**src/sv/pacc_pkg.sv**
```systemverilog
// shared constants, codes and types for the pot axis conditioner
// used by the multiplier, divider, top level and testbench; depends on nothing
`default_nettype none

package pacc_pkg;

  localparam int ADC_BITS   = 10;
  localparam int FRAC_BITS  = 8;
  localparam int EMA_W      = ADC_BITS + FRAC_BITS;
  localparam int DIFF_W     = EMA_W + 1;
  localparam int ALPHA_W    = 9;
  localparam int ALPHA_FRAC = 8;
  localparam int PROD_W     = DIFF_W + ALPHA_W;
  localparam int STEP_W     = PROD_W - ALPHA_FRAC;
  localparam int AXIS_W     = 10;
  localparam int QUO_W      = AXIS_W;
  localparam int NUM_W      = 2 * AXIS_W;
  localparam int DEN2_W     = AXIS_W + 1;
  localparam int CNT_W      = 4;
  localparam int CFG_IDX_W  = 2;
  localparam int CFG_DATA_W = 10;

  localparam logic [ADC_BITS-1:0] ADC_MAX    = {ADC_BITS{1'b1}};
  localparam logic [AXIS_W-1:0]   AXIS_MAX   = {AXIS_W{1'b1}};
  localparam logic [AXIS_W-1:0]   AXIS_MID   = AXIS_W'(512);
  localparam logic [AXIS_W-1:0]   AXIS_POS_Q = AXIS_W'(511);
  localparam logic [AXIS_W-1:0]   LAST_LO    = AXIS_W'(508);
  localparam logic [AXIS_W-1:0]   LAST_HI    = AXIS_W'(516);
  localparam logic [ALPHA_W-1:0]  ALPHA_ONE  = ALPHA_W'(256);
  localparam logic [PROD_W-1:0]   ALPHA_RND  = PROD_W'(128);
  localparam logic [EMA_W:0]      EMA_RND    = (EMA_W + 1)'(1 << (FRAC_BITS - 1));

  localparam logic [ADC_BITS-1:0]   CENTER_RST = ADC_BITS'(512);
  localparam logic [ALPHA_W-1:0]    ALPHA_RST  = ALPHA_W'(51);
  localparam logic [AXIS_W-1:0]     DZ_RST     = AXIS_W'(1);

  localparam logic [CFG_IDX_W-1:0] REG_CENTER   = CFG_IDX_W'(0);
  localparam logic [CFG_IDX_W-1:0] REG_ALPHA    = CFG_IDX_W'(1);
  localparam logic [CFG_IDX_W-1:0] REG_DEADZONE = CFG_IDX_W'(2);

  localparam logic [CNT_W-1:0] MUL_STEPS = CNT_W'(ALPHA_W);
  localparam logic [CNT_W-1:0] DIV_STEPS = CNT_W'(QUO_W);

  typedef enum logic [2:0] {
    ST_IDLE,
    ST_MUL,
    ST_SPAN,
    ST_PREP,
    ST_DIV,
    ST_FIN
  } state_e;

  typedef struct packed {
    logic                     done;
    logic signed [PROD_W-1:0] prod;
  } mac_res_t;

  typedef struct packed {
    logic             done;
    logic             ovf;
    logic [QUO_W-1:0] quo;
  } div_res_t;

endpackage

`default_nettype wire

```
**src/sv/pacc_mac.sv**
```systemverilog
// bit-serial shift-add multiplier for the moving average weight
// one weight bit per cycle; depends on pacc_pkg
`default_nettype none

module pacc_mac (
  input  logic                                  clk_i,
  input  logic                                  rst_ni,
  input  logic                                  start_i,
  input  logic [pacc_pkg::ALPHA_W-1:0]          alpha_i,
  input  logic signed [pacc_pkg::DIFF_W-1:0]    diff_i,
  output pacc_pkg::mac_res_t                    res_o
);
  import pacc_pkg::*;

  logic signed [PROD_W-1:0] mcand_q, mcand_d;
  logic signed [PROD_W-1:0] acc_q, acc_d;
  logic [ALPHA_W-1:0]       mplier_q, mplier_d;
  logic [CNT_W-1:0]         cnt_q, cnt_d;
  logic                     done_q, done_d;

  always_comb begin
    mcand_d  = mcand_q;
    acc_d    = acc_q;
    mplier_d = mplier_q;
    cnt_d    = cnt_q;
    done_d   = 1'b0;
    if (start_i) begin
      mcand_d  = PROD_W'(diff_i);
      mplier_d = alpha_i;
      acc_d    = '0;
      cnt_d    = MUL_STEPS;
    end else if (cnt_q != '0) begin
      if (mplier_q[0]) begin
        acc_d = acc_q + mcand_q;
      end
      mcand_d  = mcand_q <<< 1;
      mplier_d = mplier_q >> 1;
      cnt_d    = cnt_q - 1'b1;
      done_d   = (cnt_q == CNT_W'(1));
    end
  end

  always_ff @(posedge clk_i or negedge rst_ni) begin
    if (!rst_ni) begin
      cnt_q  <= '0;
      done_q <= 1'b0;
    end else begin
      cnt_q  <= cnt_d;
      done_q <= done_d;
    end
  end

  always_ff @(posedge clk_i) begin
    mcand_q  <= mcand_d;
    acc_q    <= acc_d;
    mplier_q <= mplier_d;
  end

  assign res_o.done = done_q;
  assign res_o.prod = acc_q;

endmodule

`default_nettype wire

```
**src/sv/pacc_div.sv**
```systemverilog
// restoring divider, one quotient bit per cycle, with overflow flag
// numerator bits shift in from a register; depends on pacc_pkg
`default_nettype none

module pacc_div (
  input  logic                          clk_i,
  input  logic                          rst_ni,
  input  logic                          start_i,
  input  logic [pacc_pkg::NUM_W-1:0]    num_i,
  input  logic [pacc_pkg::DEN2_W-1:0]   den2_i,
  output pacc_pkg::div_res_t            res_o
);
  import pacc_pkg::*;

  logic [DEN2_W-1:0] rem_q, rem_d;
  logic [DEN2_W-1:0] d2_q, d2_d;
  logic [QUO_W-1:0]  bits_q, bits_d;
  logic [QUO_W-1:0]  quo_q, quo_d;
  logic              ovf_q, ovf_d;
  logic [CNT_W-1:0]  cnt_q, cnt_d;
  logic              done_q, done_d;
  logic [DEN2_W:0]   trial, trial_sub;
  logic              fits;

  assign trial     = {rem_q, bits_q[QUO_W-1]};
  assign fits      = trial >= {1'b0, d2_q};
  assign trial_sub = trial - {1'b0, d2_q};

  always_comb begin
    rem_d  = rem_q;
    d2_d   = d2_q;
    bits_d = bits_q;
    quo_d  = quo_q;
    ovf_d  = ovf_q;
    cnt_d  = cnt_q;
    done_d = 1'b0;
    if (start_i) begin
      rem_d  = {1'b0, num_i[NUM_W-1:QUO_W]};
      ovf_d  = {1'b0, num_i[NUM_W-1:QUO_W]} >= den2_i;
      bits_d = num_i[QUO_W-1:0];
      d2_d   = den2_i;
      quo_d  = '0;
      cnt_d  = DIV_STEPS;
    end else if (cnt_q != '0) begin
      rem_d  = fits ? trial_sub[DEN2_W-1:0] : trial[DEN2_W-1:0];
      quo_d  = {quo_q[QUO_W-2:0], fits};
      bits_d = bits_q << 1;
      cnt_d  = cnt_q - 1'b1;
      done_d = (cnt_q == CNT_W'(1));
    end
  end

  always_ff @(posedge clk_i or negedge rst_ni) begin
    if (!rst_ni) begin
      cnt_q  <= '0;
      done_q <= 1'b0;
    end else begin
      cnt_q  <= cnt_d;
      done_q <= done_d;
    end
  end

  always_ff @(posedge clk_i) begin
    rem_q  <= rem_d;
    d2_q   <= d2_d;
    bits_q <= bits_d;
    quo_q  <= quo_d;
    ovf_q  <= ovf_d;
  end

  assign res_o.done = done_q;
  assign res_o.ovf  = ovf_q;
  assign res_o.quo  = quo_q;

endmodule

`default_nettype wire

```
**src/sv/pot_axis_autocal_conditioner_unit.sv**
```systemverilog
// top level of the pot axis conditioner: median, moving average, calibration,
// scaling and report decision; depends on pacc_pkg, pacc_mac and pacc_div
//
// usage
//   s_axis carries one item per converter tick: three raw samples in tdata.
//   m_axis returns one item per input item: the axis value in tdata and the
//   report flag in tuser. the receiver's report flag marks a value that
//   becomes the new last reported value.
//   cfg writes center, filter weight and deadzone by index; cfg_ready_o is
//   always high and an unknown index is dropped. write only while idle.
// sequence
//   one item at a time: a new item is taken only in IDLE, after the previous
//   one has passed MUL, SPAN, PREP, DIV and FIN in turn. the work is set by
//   the nine steps of the serial multiplier and the ten quotient steps plus
//   load of the serial divider.
// reset
//   filter, min/max tracking and report history clear; registers return to
//   center 512, weight 51, deadzone 1.
// stall
//   a finished result waits in the output register; the next input item is
//   still taken, and its result is held back until the output is free.
`default_nettype none

module pot_axis_autocal_conditioner_unit (
  input  logic                                 clk_i,
  input  logic                                 rst_ni,
  input  logic                                 s_axis_tvalid,
  output logic                                 s_axis_tready,
  input  logic [31:0]                          s_axis_tdata,  // sample_a, sample_b, sample_c, pad
  output logic                                 m_axis_tvalid,
  input  logic                                 m_axis_tready,
  output logic [15:0]                          m_axis_tdata,  // axis_value, pad
  output logic                                 m_axis_tuser,  // send_report
  input  logic                                 cfg_valid_i,
  output logic                                 cfg_ready_o,
  input  logic [pacc_pkg::CFG_IDX_W-1:0]       cfg_index_i,
  input  logic [pacc_pkg::CFG_DATA_W-1:0]      cfg_data_i
);
  import pacc_pkg::*;

  state_e state_q, state_d;

  logic [ADC_BITS-1:0] center_q, center_d;
  logic [ALPHA_W-1:0]  alpha_q, alpha_d;
  logic [AXIS_W-1:0]   dz_q, dz_d;

  logic [EMA_W-1:0]    ema_q, ema_d;
  logic [ADC_BITS-1:0] min_q, min_d;
  logic [ADC_BITS-1:0] max_q, max_d;
  logic [AXIS_W-1:0]   last_q, last_d;
  logic                once_q, once_d;

  logic [ADC_BITS-1:0] med_q, med_d;
  logic                direct_q, direct_d;
  logic [ADC_BITS-1:0] f_q, f_d;
  logic                neg_q, neg_d;

  logic                out_valid_q, out_valid_d;
  logic [AXIS_W-1:0]   out_axis_q, out_axis_d;
  logic                out_send_q, out_send_d;

  logic accept, div_start, fin_load;

  logic [ADC_BITS-1:0] smp_a, smp_b, smp_c, lo_ab, hi_ab, hi_lo, median;
  logic signed [DIFF_W-1:0] mac_diff;
  mac_res_t mac_res;
  div_res_t div_res;

  logic signed [PROD_W-1:0] prod_rnd;
  logic signed [STEP_W-1:0] ema_step, ema_sum;
  logic [EMA_W:0]           f_sum;
  logic [ADC_BITS:0]        f_full;
  logic [ADC_BITS-1:0]      f_new;

  logic [ADC_BITS:0]   d_w, spos_w, sneg_w;
  logic [ADC_BITS-1:0] d_mag, spos, sneg, den;
  logic [NUM_W-2:0]    num_half;
  logic [NUM_W-1:0]    num_n;
  logic [DEN2_W-1:0]   den2;

  logic [AXIS_W-1:0]   axis;
  logic [AXIS_W:0]     dl, dl_neg;
  logic [AXIS_W-1:0]   adiff;
  logic                send;

  // median of three
  assign smp_a  = s_axis_tdata[ADC_BITS-1:0];
  assign smp_b  = s_axis_tdata[2*ADC_BITS-1:ADC_BITS];
  assign smp_c  = s_axis_tdata[3*ADC_BITS-1:2*ADC_BITS];
  assign lo_ab  = (smp_a < smp_b) ? smp_a : smp_b;
  assign hi_ab  = (smp_a < smp_b) ? smp_b : smp_a;
  assign hi_lo  = (hi_ab < smp_c) ? hi_ab : smp_c;
  assign median = (lo_ab > hi_lo) ? lo_ab : hi_lo;

  assign accept   = s_axis_tvalid & s_axis_tready;
  assign mac_diff = $signed({1'b0, median, {FRAC_BITS{1'b0}}}) - $signed({1'b0, ema_q});

  pacc_mac u_mac (
    .clk_i   (clk_i),
    .rst_ni  (rst_ni),
    .start_i (accept),
    .alpha_i (alpha_q),
    .diff_i  (mac_diff),
    .res_o   (mac_res)
  );

  // filter update
  assign prod_rnd = mac_res.prod + ALPHA_RND;
  assign ema_step = prod_rnd[PROD_W-1:ALPHA_FRAC];
  assign ema_sum  = $signed(STEP_W'(ema_q)) + ema_step;

  // rounded average
  assign f_sum  = {1'b0, ema_q} + EMA_RND;
  assign f_full = f_sum[EMA_W:FRAC_BITS];
  assign f_new  = (f_full > {1'b0, ADC_MAX}) ? ADC_MAX : f_full[ADC_BITS-1:0];

  // spans and divider operands
  assign d_w      = {1'b0, f_q} - {1'b0, center_q};
  assign d_mag    = d_w[ADC_BITS] ? ADC_BITS'(-d_w) : d_w[ADC_BITS-1:0];
  assign spos_w   = {1'b0, max_q} - {1'b0, center_q};
  assign sneg_w   = {1'b0, center_q} - {1'b0, min_q};
  assign spos     = (spos_w[ADC_BITS] || spos_w == '0) ? ADC_BITS'(1) : spos_w[ADC_BITS-1:0];
  assign sneg     = (sneg_w[ADC_BITS] || sneg_w == '0) ? ADC_BITS'(1) : sneg_w[ADC_BITS-1:0];
  assign den      = d_w[ADC_BITS] ? sneg : spos;
  assign num_half = d_w[ADC_BITS] ? {d_mag, 9'b0}
                                  : {d_mag, 9'b0} - (NUM_W - 1)'(d_mag);
  assign num_n    = {num_half, 1'b0} + NUM_W'(den);
  assign den2     = {den, 1'b0};

  pacc_div u_div (
    .clk_i   (clk_i),
    .rst_ni  (rst_ni),
    .start_i (div_start),
    .num_i   (num_n),
    .den2_i  (den2),
    .res_o   (div_res)
  );

  // axis value and report decision
  always_comb begin
    if (!neg_q) begin
      axis = (div_res.ovf || div_res.quo >= AXIS_POS_Q) ? AXIS_MAX : AXIS_MID + div_res.quo;
    end else begin
      axis = (div_res.ovf || div_res.quo > AXIS_MID) ? '0 : AXIS_MID - div_res.quo;
    end
  end

  assign dl     = {1'b0, axis} - {1'b0, last_q};
  assign dl_neg = -dl;
  assign adiff  = dl[AXIS_W] ? dl_neg[AXIS_W-1:0] : dl[AXIS_W-1:0];
  assign send   = !once_q || (adiff >= dz_q)
                  || (last_q >= LAST_LO && last_q <= LAST_HI && adiff != '0);

  // fsm next state
  always_comb begin
    state_d = state_q;
    case (state_q)
      ST_IDLE: if (accept) state_d = ST_MUL;
      ST_MUL:  if (mac_res.done) state_d = ST_SPAN;
      ST_SPAN: state_d = ST_PREP;
      ST_PREP: state_d = ST_DIV;
      ST_DIV:  if (div_res.done) state_d = ST_FIN;
      ST_FIN:  if (fin_load) state_d = ST_IDLE;
      default: state_d = ST_IDLE;
    endcase
  end

  // fsm outputs
  always_comb begin
    s_axis_tready = 1'b0;
    div_start     = 1'b0;
    fin_load      = 1'b0;
    case (state_q)
      ST_IDLE: s_axis_tready = 1'b1;
      ST_PREP: div_start = 1'b1;
      ST_FIN:  fin_load = !out_valid_q || m_axis_tready;
      default: ;
    endcase
  end

  // configuration
  always_comb begin
    center_d = center_q;
    alpha_d  = alpha_q;
    dz_d     = dz_q;
    if (cfg_valid_i) begin
      case (cfg_index_i)
        REG_CENTER:   center_d = cfg_data_i[ADC_BITS-1:0];
        REG_ALPHA:    alpha_d = (cfg_data_i[ALPHA_W-1:0] > ALPHA_ONE) ? ALPHA_ONE
                                                                      : cfg_data_i[ALPHA_W-1:0];
        REG_DEADZONE: dz_d = cfg_data_i[AXIS_W-1:0];
        default: ;
      endcase
    end
  end

  // datapath state
  always_comb begin
    med_d       = med_q;
    direct_d    = direct_q;
    ema_d       = ema_q;
    f_d         = f_q;
    min_d       = min_q;
    max_d       = max_q;
    neg_d       = neg_q;
    last_d      = last_q;
    once_d      = once_q;
    out_axis_d  = out_axis_q;
    out_send_d  = out_send_q;
    out_valid_d = out_valid_q & ~m_axis_tready;
    if (accept) begin
      med_d    = median;
      direct_d = (ema_q == '0) && (median != '0);
    end
    if (state_q == ST_MUL && mac_res.done) begin
      ema_d = direct_q ? {med_q, {FRAC_BITS{1'b0}}} : ema_sum[EMA_W-1:0];
    end
    if (state_q == ST_SPAN) begin
      f_d = f_new;
      if (f_new < min_q) min_d = f_new;
      if (f_new > max_q) max_d = f_new;
    end
    if (div_start) begin
      neg_d = d_w[ADC_BITS];
    end
    if (fin_load) begin
      out_valid_d = 1'b1;
      out_axis_d  = axis;
      out_send_d  = send;
      if (send) begin
        last_d = axis;
        once_d = 1'b1;
      end
    end
  end

  always_ff @(posedge clk_i or negedge rst_ni) begin
    if (!rst_ni) begin
      state_q     <= ST_IDLE;
      center_q    <= CENTER_RST;
      alpha_q     <= ALPHA_RST;
      dz_q        <= DZ_RST;
      ema_q       <= '0;
      min_q       <= ADC_MAX;
      max_q       <= '0;
      last_q      <= '0;
      once_q      <= 1'b0;
      out_valid_q <= 1'b0;
    end else begin
      state_q     <= state_d;
      center_q    <= center_d;
      alpha_q     <= alpha_d;
      dz_q        <= dz_d;
      ema_q       <= ema_d;
      min_q       <= min_d;
      max_q       <= max_d;
      last_q      <= last_d;
      once_q      <= once_d;
      out_valid_q <= out_valid_d;
    end
  end

  always_ff @(posedge clk_i) begin
    med_q      <= med_d;
    direct_q   <= direct_d;
    f_q        <= f_d;
    neg_q      <= neg_d;
    out_axis_q <= out_axis_d;
    out_send_q <= out_send_d;
  end

  assign m_axis_tvalid = out_valid_q;
  assign m_axis_tdata  = {{(16 - AXIS_W){1'b0}}, out_axis_q};
  assign m_axis_tuser  = out_send_q;
  assign cfg_ready_o   = 1'b1;

endmodule

`default_nettype wire

```
**config.mk**
```make
export PLATFORM = sky130hd
export DESIGN_NAME = pot_axis_autocal_conditioner_unit
export DESIGN_NICKNAME = d
export VERILOG_FILES = /design/src/sv/pacc_pkg.sv /design/src/sv/pacc_mac.sv /design/src/sv/pacc_div.sv /design/src/sv/pot_axis_autocal_conditioner_unit.sv
export SDC_FILE = /design/constraint.sdc
export NUM_CORES = 1
export LEC_CHECK = 0
export ABC_AREA = 1
export BUFFER_PORTS_ARGS = -buffer_cell sky130_fd_sc_hd__buf_2
export CAP_MARGIN = 20
export CORE_MARGIN = 2
export CORE_UTILIZATION = 58
export CTS_BUF_LIST = sky130_fd_sc_hd__clkbuf_4 sky130_fd_sc_hd__clkbuf_8 sky130_fd_sc_hd__clkbuf_16
export CTS_CLUSTER_SIZE = 24
export DETAILED_ROUTE_END_ITERATION = 7
export PLACE_DENSITY = 0.8
export SYNTH_ARGS = -nofsm -noshare
export SYNTH_HDL_FRONTEND = slang
export SYNTH_SLANG_ARGS = --single-unit
```
**constraint.sdc**
```tcl
create_clock -name clk_i -period 5.75 [get_ports clk_i]
set_clock_uncertainty 0.1 [all_clocks]
set_input_delay 1.15 -clock clk_i [delete_from_list [all_inputs] [get_ports clk_i]]
set_output_delay 1.15 -clock clk_i [all_outputs]
set_load 0.1 [all_outputs]
```
## After elaboration in Yosys (flattened, before gate mapping)

Cells that the tools add are included.

| storage, ports and cells | value |
|---|---|
| register bits | 232 |
| input port bits | 49 |
| output and inout bits | 20 |
| logic and storage cells | 151 |

| operators by class | value |
|---|---|
| $add $sub $neg | 18 |
| $lt $le $gt $ge | 14 |
| equal/unequal tests | 13 |
| mux-type cells | 42 |
| bitwise operators | 3 |
| reduce and logical (&&, ||, !) cells | 32 |

Operator list:

| cell | count |
|---|---|
| two-way mux 10 bit | 17 |
| two-way mux 28 bit | 2 |
| subtractor 10 x 10 -> 11 bit | 4 |
| < comparator 10 bit | 3 |
| adder 28 bit | 1 |
| two-way mux 9 bit | 3 |
| adder 26 x 8 -> 26 bit, second input constant | 1 |
| logical NOT 11 bit | 2 |
| adder 20 x 10 -> 20 bit | 1 |
| >= comparator 10 x 9 -> 1 bit, second input constant | 2 |
| > comparator 10 bit | 2 |
| negator 10 bit | 2 |
| nonzero test 10 bit | 2 |
| adder 18 x 8 -> 19 bit, second input constant | 1 |
| two-way mux 19 bit | 1 |
| subtractor 18 x 18 -> 19 bit | 1 |
| subtractor 19 x 10 -> 19 bit | 1 |
| adder 18 bit | 1 |
| logical NOT 18 bit | 1 |
| two-way mux 18 bit | 1 |
| case mux 3 bit (6 select lines) | 1 |
| two-way mux 4 bit | 4 |
| AND reduction 2 bit | 7 |
| >= comparator 12 x 11 -> 1 bit | 1 |
| other kinds (31) | 60 |

## Depth between registers and ports, before layout

Gate-level depths: netlist (run 1).

| logic depth | value |
|---|---|
| depth after elaboration | 11 |
| depth in mapped cells | 42 |
| gate-level depth less buffers | 42 |

## Modules after synthesis

A second synthesis (run 1) with hierarchy kept.

| second synthesis, totals | value |
|---|---|
| cell total of the unflattened synthesis | 2812 |
| area total of the unflattened synthesis | 20041.7 um^2 |

By module, submodules not included:

| module | times used | cells each | area an instance (um^2) | sequential area each (um^2) |
|---|---|---|---|---|
| pot_axis_autocal_conditioner_unit | 1 | 1698 | 12096.6 | 3062.9 |
| pacc_mac | 1 | 735 | 4862.2 | 1796.7 |
| pacc_div | 1 | 379 | 3083.0 | 1306.3 |

## Least setup slack after synthesis (run 1)

No wires, ideal clock.

| path | value |
|---|---|
| path kind | input port to flip-flop |
| start | input s_axis_tdata[19] |
| end | register u_mac.mcand_q[18], data pin |
| library setup time | 0.272 ns |
| arrival time | 7.018 ns |
| required time | 5.378 ns |
| path slack | -1.640 ns |
| stages | 40 |
| buffers on the path | 3 |
| cells stage by stage | inv_1 ha_1 inv_1 nor3_1 o211ai_1 nand3_1 clkbuf_1 nand2_1 o21ai_0 ha_1 a21oi_1 nor2_1 a211oi_1 o221a_2 nand2_1 buf_2 nand2_1 o21ai_0 (+4 left out) o21ai_0 inv_1 buf_1 nand2_1 nand2_1 ha_1 nand4_1 nor2_1 a21boi_0 o21ai_0 a21o_1 nand3_1 nand2_1 a21oi_1 o21ai_0 a21oi_1 o21ai_1 nand2_1 |

| between the ends | value |
|---|---|
| longest elaborated chain between the ends | 8 |
| elaborated cells between the ends (all ways) | 9 |
| those cells by class | add/sub: 1; order compare: 3; mux: 5 |

Ends and longest elaborated chain:

| what | RTL line | source |
|---|---|---|
| start: declaration | pot_axis_autocal_conditioner_unit.sv:29 | `input logic [31:0] s_axis_tdata,` |
| < comparator 10 bit | pot_axis_autocal_conditioner_unit.sv:90, pot_axis_autocal_conditioner_unit.sv:91 |  |
| two-way mux 10 bit | pot_axis_autocal_conditioner_unit.sv:91 | `assign hi_ab = (smp_a < smp_b) ? smp_b : smp_a;` |
| < comparator 10 bit | pot_axis_autocal_conditioner_unit.sv:92 | `assign hi_lo = (hi_ab < smp_c) ? hi_ab : smp_c;` |
| two-way mux 10 bit | pot_axis_autocal_conditioner_unit.sv:92 |  |
| > comparator 10 bit | pot_axis_autocal_conditioner_unit.sv:93 | `assign median = (lo_ab > hi_lo) ? lo_ab : hi_lo;` |
| two-way mux 10 bit (*) | pot_axis_autocal_conditioner_unit.sv:93 |  |
| net median[1] | pot_axis_autocal_conditioner_unit.sv:64 | `logic [ADC_BITS-1:0] smp_a, smp_b, smp_c, lo_ab, hi_ab, hi_lo, median;` |
| subtractor 18 x 18 -> 19 bit (*) | pot_axis_autocal_conditioner_unit.sv:96 | `assign mac_diff = $signed({1'b0, median, {FRAC_BITS{1'b0}}}) - $signed({1'b0, ema_q});` |
| two-way mux 28 bit (*) | pacc_mac.sv:27 | `if (start_i) begin` |
| net u_mac.mcand_d[18] | pacc_mac.sv:15 | `logic signed [PROD_W-1:0] mcand_q, mcand_d;` |
| end signal: assignment | pacc_mac.sv:54 | `mcand_q <= mcand_d;` |
| end: declaration | pacc_mac.sv:15 |  |

Mark *: on every way through the listed nets, which the timed path passes. The rest lies on a longest branch.
A chain may end at the register's enable or synchronous reset.

## Worst setup path after layout (run 1)

Same ends and word-level chain as after synthesis.

==> key figures, run 1 <==
Logic synthesis
  • FF+latch count, synth: 228
  • Area of the mapped netlist: roughly 0.018 mm2
  • Most frequent cell after synthesis: nand2_1
  • Share of the synthesized area in the top cell type: 0.164
  • Leading cell types by count after synthesis: 510 x nand2_1, 373 x inv_1, 225 x o21ai_0
  • Yosys top cell by area: edfxtp_1
  • Synth Warn #: 0
  • Count of different cell masters after synthesis: 64
  • Synth area leaders: edfxtp_1 16%, ha_1 13%, nand2_1 11%
  • Synth async-reset ratio: 0.404
  • Syn Inst Count: 2414
  • Main flop type after synthesis: edfxtp_1
  • Avg Inst Size Synth: roughly 7.5 um2
  • Seq/Total Area, Yosys: 0.332
  • EDFF count, synth: a little under 100

Place
  • Placed cell count: 3000
  • Post-DP HPWL: approximately 36 mm
  • Gpl congestion: roughly 0.94
  • Pre-CTS WS: -1360 ps
  • IO Port Bufs: 59

Global routing
  • Total congestion overflow: 0
  • Largest net degree at the start of global routing: 66
  • Grt met3 use: 0.0365
  • Most used routing layer: met2
  • All-Layer GR Usage: 0.293
  • First-pass GRT wire length: about 80 mm
  • Met2 usage: 0.528
  • Vias in the first global route: between 15k and 20k
  • Initial antenna violation count: 0
  • GR Util met1: 0.361

Clocking
  • Max clock buf depth: 3
  • Clock-pin slew on the worst setup and hold paths: ~60 ps
  • Skew-Pair Late Insertion Delay: about 540 ps
  • H-tree levels: 1
  • CTS root buf: clkbuf_16
  • Inserted Clock Buffers: 26
  • CTS tree: done
  • Sink Count: about 230

Die
  • Ports: between 60 and 70
  • Core ar.: a little over 0.03 mm2
  • FP Rows: 64
  • Die Area: around 0.033 mm2
  • Die Wd: about 180 um
  • Initial Util: 0.591
  • Die height: ~180 um

Hold path
  • Hold Path Class: reg2reg

Pwr
  • IR drop worst, VDD: 566 uV
  • Power Dens Cells: between 600 and 700 mW/mm2
  • Pleak: 11.0 nW

Timing
  • Final Cycle Share: 1.15
  • Final min period: about 6600 ps
  • Slew HR: 0.465
  • Final worst slack: -890 ps
  • RSZ-0062 raised after global routing: true
  • Fmax: around 0.15 GHz
  • Worst-Margin Slew: 794 ps
  • Final Hold Viols: 0
  • Count of pins over their slew limit: 0
  • Final setup violation count: 19

Layout
  • Area grow syn2layout: 24.6%
  • Layout net count: 2932
  • Non-filler cells, final: 3100
  • Layout cells sized above 1: 0.222
  • Fill cell count: approximately 2.2k
  • Diodes inserted: 0

Setup path
  • CP dominant cell by count: ha_4
  • Largest stage delay, worst path: ~310 ps
  • WP data arrival: roughly 6800 ps
  • Crit path launch type: input port
  • Crit-path slowest cell: a211oi_2
  • Max FO, Critical Path: 8
  • Worst path required time: a little under 6000 ps
  • Crit end category: register
  • Type of the worst setup path: in2reg

Routing
  • Via count of the routed design: 17.7k
  • Pre-antenna DRT Iters: 6
  • DR DRC count: 0
  • Via density: roughly 5.7
  • Remaining antenna violation count after routing: 0
  • Post-DR wirelength/cell: ~17 um
  • Drt initial violations: about 1.3k
  • Final wirelength: slightly above 50 mm

Flow run
  • Max_cap viols: 0

Outcome
  • Status: finished, violations left
  • Failing checks: setup timing
## metrics by stage
step | util | setup TNS [ps] | area [um2] | hold WS, ps | total power [mW]
2_1_floorplan | - | -9930 | 18400 | 329 | 9.29
3_3_place_gp | 0.659 | -17760 | 20300 | 345 | 11.5
3_5_place_dp | 0.659 | -21260 | 20300 | 361 | 11.9
4_1_cts | 0.707 | -4450 | 21700 | 373 | 14.0
5_1_grt | 0.736 | -17500 | 22600 | 403 | 16.2
6_report | 0.736 | -12220 | 22600 | 366 | 15.0
## final timing paths
| path | start | endpoint | slack (ps) | depth (start not counted) |
|---|---|---|---|---|
| setup / recovery | s_axis_tdata[19] | u_mac.mcand_q[18] | -890 | 38 |
| hold / removal | med_q[9] | ema_q[17] | 370 | 2 |
| setup reg to reg | center_q[0] | u_div.ovf_q | -30 | 36 |
| hold reg to reg | med_q[9] | ema_q[17] | 370 | 2 |
| max in group asynchronous | rst_ni | max_q[5] | 3950 | 2 |
| min in group asynchronous | rst_ni | u_div.cnt_q[1] | 540 | 1 |
## kinds of logic after synthesis
group / share of synthesized area
simple gates: 0.224
compound gates: 0.152
buf+inv: 0.0919
flops: 0.332
fa+ha+maj: 0.140
xor+xnor: 0.0591
other cells: 0.000413
## critical path: cells and delay by family
family          cells  cell delay [ps]
buf+inv             5              530
compound gates     18             3130
fa+ha+maj           4              980
simple gates       11             1020
## report_power, final
group          switching [mW]  internal, mW  total [mW]
clock network           0.687         0.994        1.68
logic                    6.17          4.12        10.3
registers               0.495          2.51        3.00
total                    7.35          7.63        15.0
## cells in the final DEF (no fill, tap or decap), drive strengths merged, types with 5 or more instances in the layout
cell type,synthesis,final
edfxtp,99,99
nor2,176,176
xnor2,29,29
a31oi,6,6
dfxtp,37,37
o21a,5,5
xor2,92,92
nand3b,9,9
nor3,32,32
nand3,125,126
a21oi,157,157
o22ai,26,26
or2,5,5
conb,2,7
nor4,10,10
clkbuf,37,37
o21bai,5,5
clkinv,3,10
and2,6,6
o21ai,232,232
ha,191,191
fa,8,8
a21o,8,8
o31ai,6,6
o211ai,18,18
inv,380,382
a211oi,11,11
dfstp,16,16
dfrtp,76,76
nand2,537,538
nand4,29,29
buf,14,285
## routing by layer
layer  share of wire  wire length, um
met1            0.41            21000
met2            0.50            25600
met3           0.054             2810
met4           0.041             2100
met5               0                0
## registers in the layout, summed over array words and instances (netlist names), 11 cells and up
signal / cells
u_mac.mcand_q: 26
u_mac.acc_q: 26
u_div.rem_q: 11
ema_q: 18
## layout make-up
type / instances / area (um2) / share of cell area
Multi-Input combinational cell: 1759 / 11600 / 0.514
Sequential cell: 228 / 6040 / 0.267
Timing Repair Buffer: 285 / 2120 / 0.0937
Inverter: 383 / 1470 / 0.0647
Clock buffer: 37 / 782 / 0.0345
Tap cell: 396 / 495 / 0.0219
Clock inverter: 11 / 92.6 / 0.00409
Timing Repair inverter: 1 / 7.51 / 0.000332
## timing repair
item                       in CTS  in global routing
hold buffers                    0                  0
setup endpoints to repair      19                 32
pin swaps                      61                 93
setup buffers                  28                 27
gates cloned                    3                  0
gates resized for setup       110                161
(Power assumes the default switching activity.)
==> inputs of run 2 (changes only) <==
--- a/config.mk
+++ b/config.mk
@@ -14,6 +14,7 @@
 export CTS_CLUSTER_SIZE = 24
 export DETAILED_ROUTE_END_ITERATION = 7
 export PLACE_DENSITY = 0.8
+export SETUP_SLACK_MARGIN = 0.05
 export SYNTH_ARGS = -nofsm -noshare
 export SYNTH_HDL_FRONTEND = slang
 export SYNTH_SLANG_ARGS = --single-unit
==> run 2 against run 1 <==
The flow still finishes with violations (setup timing). Sequential power is essentially flat. Sequential share of layout area is essentially flat. Worst hold slack lost 7.5 ps. Global-route usage grew 0.40 points. Fmax shrank 1.5%. Wire length grew 1.3%. Clock-buffer cell count grew 1. Clock power shrank 4%. Total power shrank 1.1%. Flip-flop and latch count is the same. Combinational power is essentially flat. Critical path type unchanged. Critical endpoint is now u_mac.mcand_q[19].
==> key figures, run 2 (same netlist as run 1, synthesis figures left out) <==
Timing
  • Final worst slack: -993 ps (was -890 ps)
  • RSZ-0062 raised after global routing: true (unchanged)
  • Final Hold Viols: 0 (unchanged)
  • Slew HR: 0.361 (was 0.465)
  • Final hold slack: 358 ps (was 366 ps)
  • Final min period: 6740 ps (was 6640 ps)
  • Count of pins over their slew limit: 0 (unchanged)
  • Worst-Margin Slew: 949 ps (was 794 ps)
  • Fmax: 0.148 GHz (was 0.151 GHz)
  • Final Cycle Share: 1.17 (was 1.15)
  • Setup TNS Final: -14200 ps (was -12220 ps)
  • Final setup violation count: 20 (was 19)

Routing
  • DR DRC count: 0 (unchanged)
  • Post-DR wirelength/cell: 16.8 um (was 16.6 um)
  • Final wirelength: 52.2 mm (was 51.5 mm)
  • Drt initial violations: 1303 (was 1342)
  • Via density: 5.69 (was 5.72)
  • Via count of the routed design: 17.7k (about the same)
  • Remaining antenna violation count after routing: 0 (unchanged)
  • Pre-antenna DRT Iters: 5 (was 6)

Clocking
  • Skew-Pair Late Insertion Delay: 530 ps (was 540 ps)
  • CTS root buf: clkbuf_16 (unchanged)
  • Max clock buf depth: 3 (unchanged)
  • Hold buffers post-CTS: 0 (unchanged)
  • H-tree levels: 1 (unchanged)
  • Clock-pin slew on the worst setup and hold paths: 60 ps (about the same)
  • Inserted Clock Buffers: 25 (was 26)
  • Sink Count: 228 (unchanged)
  • CTS tree: done (unchanged)

Pwr
  • IR drop worst, VDD: 530 uV (was 566 uV)
  • Power Dens Cells: 655 mW/mm2 (was 662 mW/mm2)
  • Total power: 14.8 mW (was 15.0 mW)
  • Pleak: 11.0 nW (about the same)

Setup path
  • CP startpoint: s_axis_tdata[2] (was s_axis_tdata[19])
  • Reg-to-reg endpoint: u_div.ovf_q (unchanged)
  • Path depth of the worst reg2reg path: 40 (was 36)
  • Critical path buffers and inverters: 7 (was 5)
  • WP data arrival: 6920 ps (was 6830 ps)
  • R2R Setup Slk: -100 ps (was -30 ps)
  • Max FO, Critical Path: 8 (unchanged)
  • Largest stage delay, worst path: 330 ps (was 310 ps)
  • CP Capture Point: u_mac.mcand_q[19] (was u_mac.mcand_q[18])
  • Type of the worst setup path: in2reg (unchanged)
  • Critical path depth: 40 (was 38)
  • Worst r2r src: center_q[0] (unchanged)
  • Crit path launch type: input port (unchanged)
  • Crit end category: register (unchanged)
  • CP dominant cell by count: nand2_1 (was ha_4)
  • Crit path max-delay family: simple AND/OR/NAND/NOR gates (was compound AO/OA/AOI/OAI gates)
  • Worst path required time: 5930 ps (was 5940 ps)
  • Crit-path slowest cell: o221a_4 (was a211oi_2)

Die
  • Core ar.: 0.0307 mm2 (unchanged)
  • Die height: 181 um (unchanged)
  • FP Rows: 64 (unchanged)
  • Ports: 69 (unchanged)
  • Die Area: 0.0328 mm2 (unchanged)
  • Die Wd: 181 um (unchanged)
  • Initial Util: 0.591 (unchanged)

Flow run
  • Max_cap viols: 0 (unchanged)

Global routing
  • Vias in the first global route: 17.1k (was 17.0k)
  • Total congestion overflow: 0 (unchanged)
  • Initial antenna violation count: 0 (unchanged)
  • First-pass GRT wire length: 81.0 mm (was 79.8 mm)
  • Largest net degree at the start of global routing: 67 (was 66)
  • All-Layer GR Usage: 0.297 (was 0.293)

Place
  • Post-DP HPWL: 36.5 mm (was 36.4 mm)
  • Gpl congestion: 0.959 (was 0.944)
  • Pre-CTS WS: -1460 ps (was -1360 ps)
  • IO Port Bufs: 59 (unchanged)

Layout
  • Layout cells sized above 1: 0.224 (was 0.222)
  • Area grow syn2layout: 24.4% (was 24.6%)
  • Final Util: 0.735 (was 0.736)
  • Layout net count: 2944 (was 2932)
  • Diodes inserted: 0 (unchanged)
  • Largest regs: u_mac.acc_q (26), u_mac.mcand_q (26), ema_q (18) (unchanged)
  • Most frequent cells in the layout: 475 x nand2_1, 353 x inv_1, 227 x buf_4 (was 479 x nand2_1, 353 x inv_1, 210 x buf_4)
  • Commonest non-fill, non-tap cell in the layout: nand2_1 (unchanged)

Outcome
  • Failing checks: setup timing (unchanged)
  • Status: finished, violations left (unchanged)

Hold path
  • Hold Path Class: reg2reg (unchanged)
-- run 2: changes by cell type in the layout (fill, tap and decap cells not counted), moves of 3 or more --
cell / previous run / this run
buf_6: 22 / 12
xor2_2: 9 / 2
nand2_4: 22 / 14
clkinv_2: 5 / 2
buf_4: 210 / 227
xor2_1: 83 / 89
nand2_1: 479 / 475
buf_2: 51 / 56
nand2_2: 36 / 49
o21ai_4: 8 / 11
-- run 2: cell type report --
class	instances	area (um2)
clock buffers	38	778
clock inverters	8	50.0
fillers	2253	8140
inverters	383	1460
multi-input cells	1759	11600
flip-flops and latches	228	6040
well taps	396	495
repair buffers	299	2190
-- run 2: worst register-to-register path: cells and delay by family (launching register included) --
kind,cells,cell delay [ps]
compound gates,14,1580
simple gates,15,1460
fa+ha+maj,5,1390
flops,1,470
buf+inv,5,420
xor+xnor,1,190
-- run 2: layer usage --
metal / vias to the layer above / routed length [um] / GRT usage
li1: 8599 / - / -
met1: 8282 / 21100 / 0.370
met2: 673 / 26100 / 0.537
met3: 142 / 3050 / 0.0308
met4: 0 / 1880 / 0.0995
met5: - / 0 / 0
-- run 2: worst min-delay path by stage --
stage                       to       startpoint  slack [ps]  cells after the start
5_1_grt                 once_q           once_q         380                      2
3_5_place_dp   u_div.rem_q[10]  u_div.rem_q[10]         350                      2
2_1_floorplan  u_div.rem_q[10]  u_div.rem_q[10]         330                      2
3_3_place_gp   u_div.rem_q[10]  u_div.rem_q[10]         350                      2
6_report       u_div.rem_q[10]  u_div.rem_q[10]         360                      2
4_1_cts        u_div.rem_q[10]  u_div.rem_q[10]         370                      2
-- run 2: timing repair --
item,4_1_cts,5_1_grt
gates cloned,3,0
pin swaps,64,69
resized for setup,105,147
setup buffers,39,25
setup endpoints to repair,19,32
-- run 2: through the flow --
stage,std cells,cell area (um2)
floorplan,2419,18400
global placement,2997,20200
detailed placement,2997,20200
CTS,3085,21700
global route,3111,22600
finish,3111,22600
-- run 2: where the power goes --
part | total [mW] | internal, mW | switching, mW
Clock | 1.61 | 0.938 | 0.673
Sequential | 3.00 | 2.51 | 0.489
Combinational | 10.2 | 4.09 | 6.12
Total | 14.8 | 7.53 | 7.28
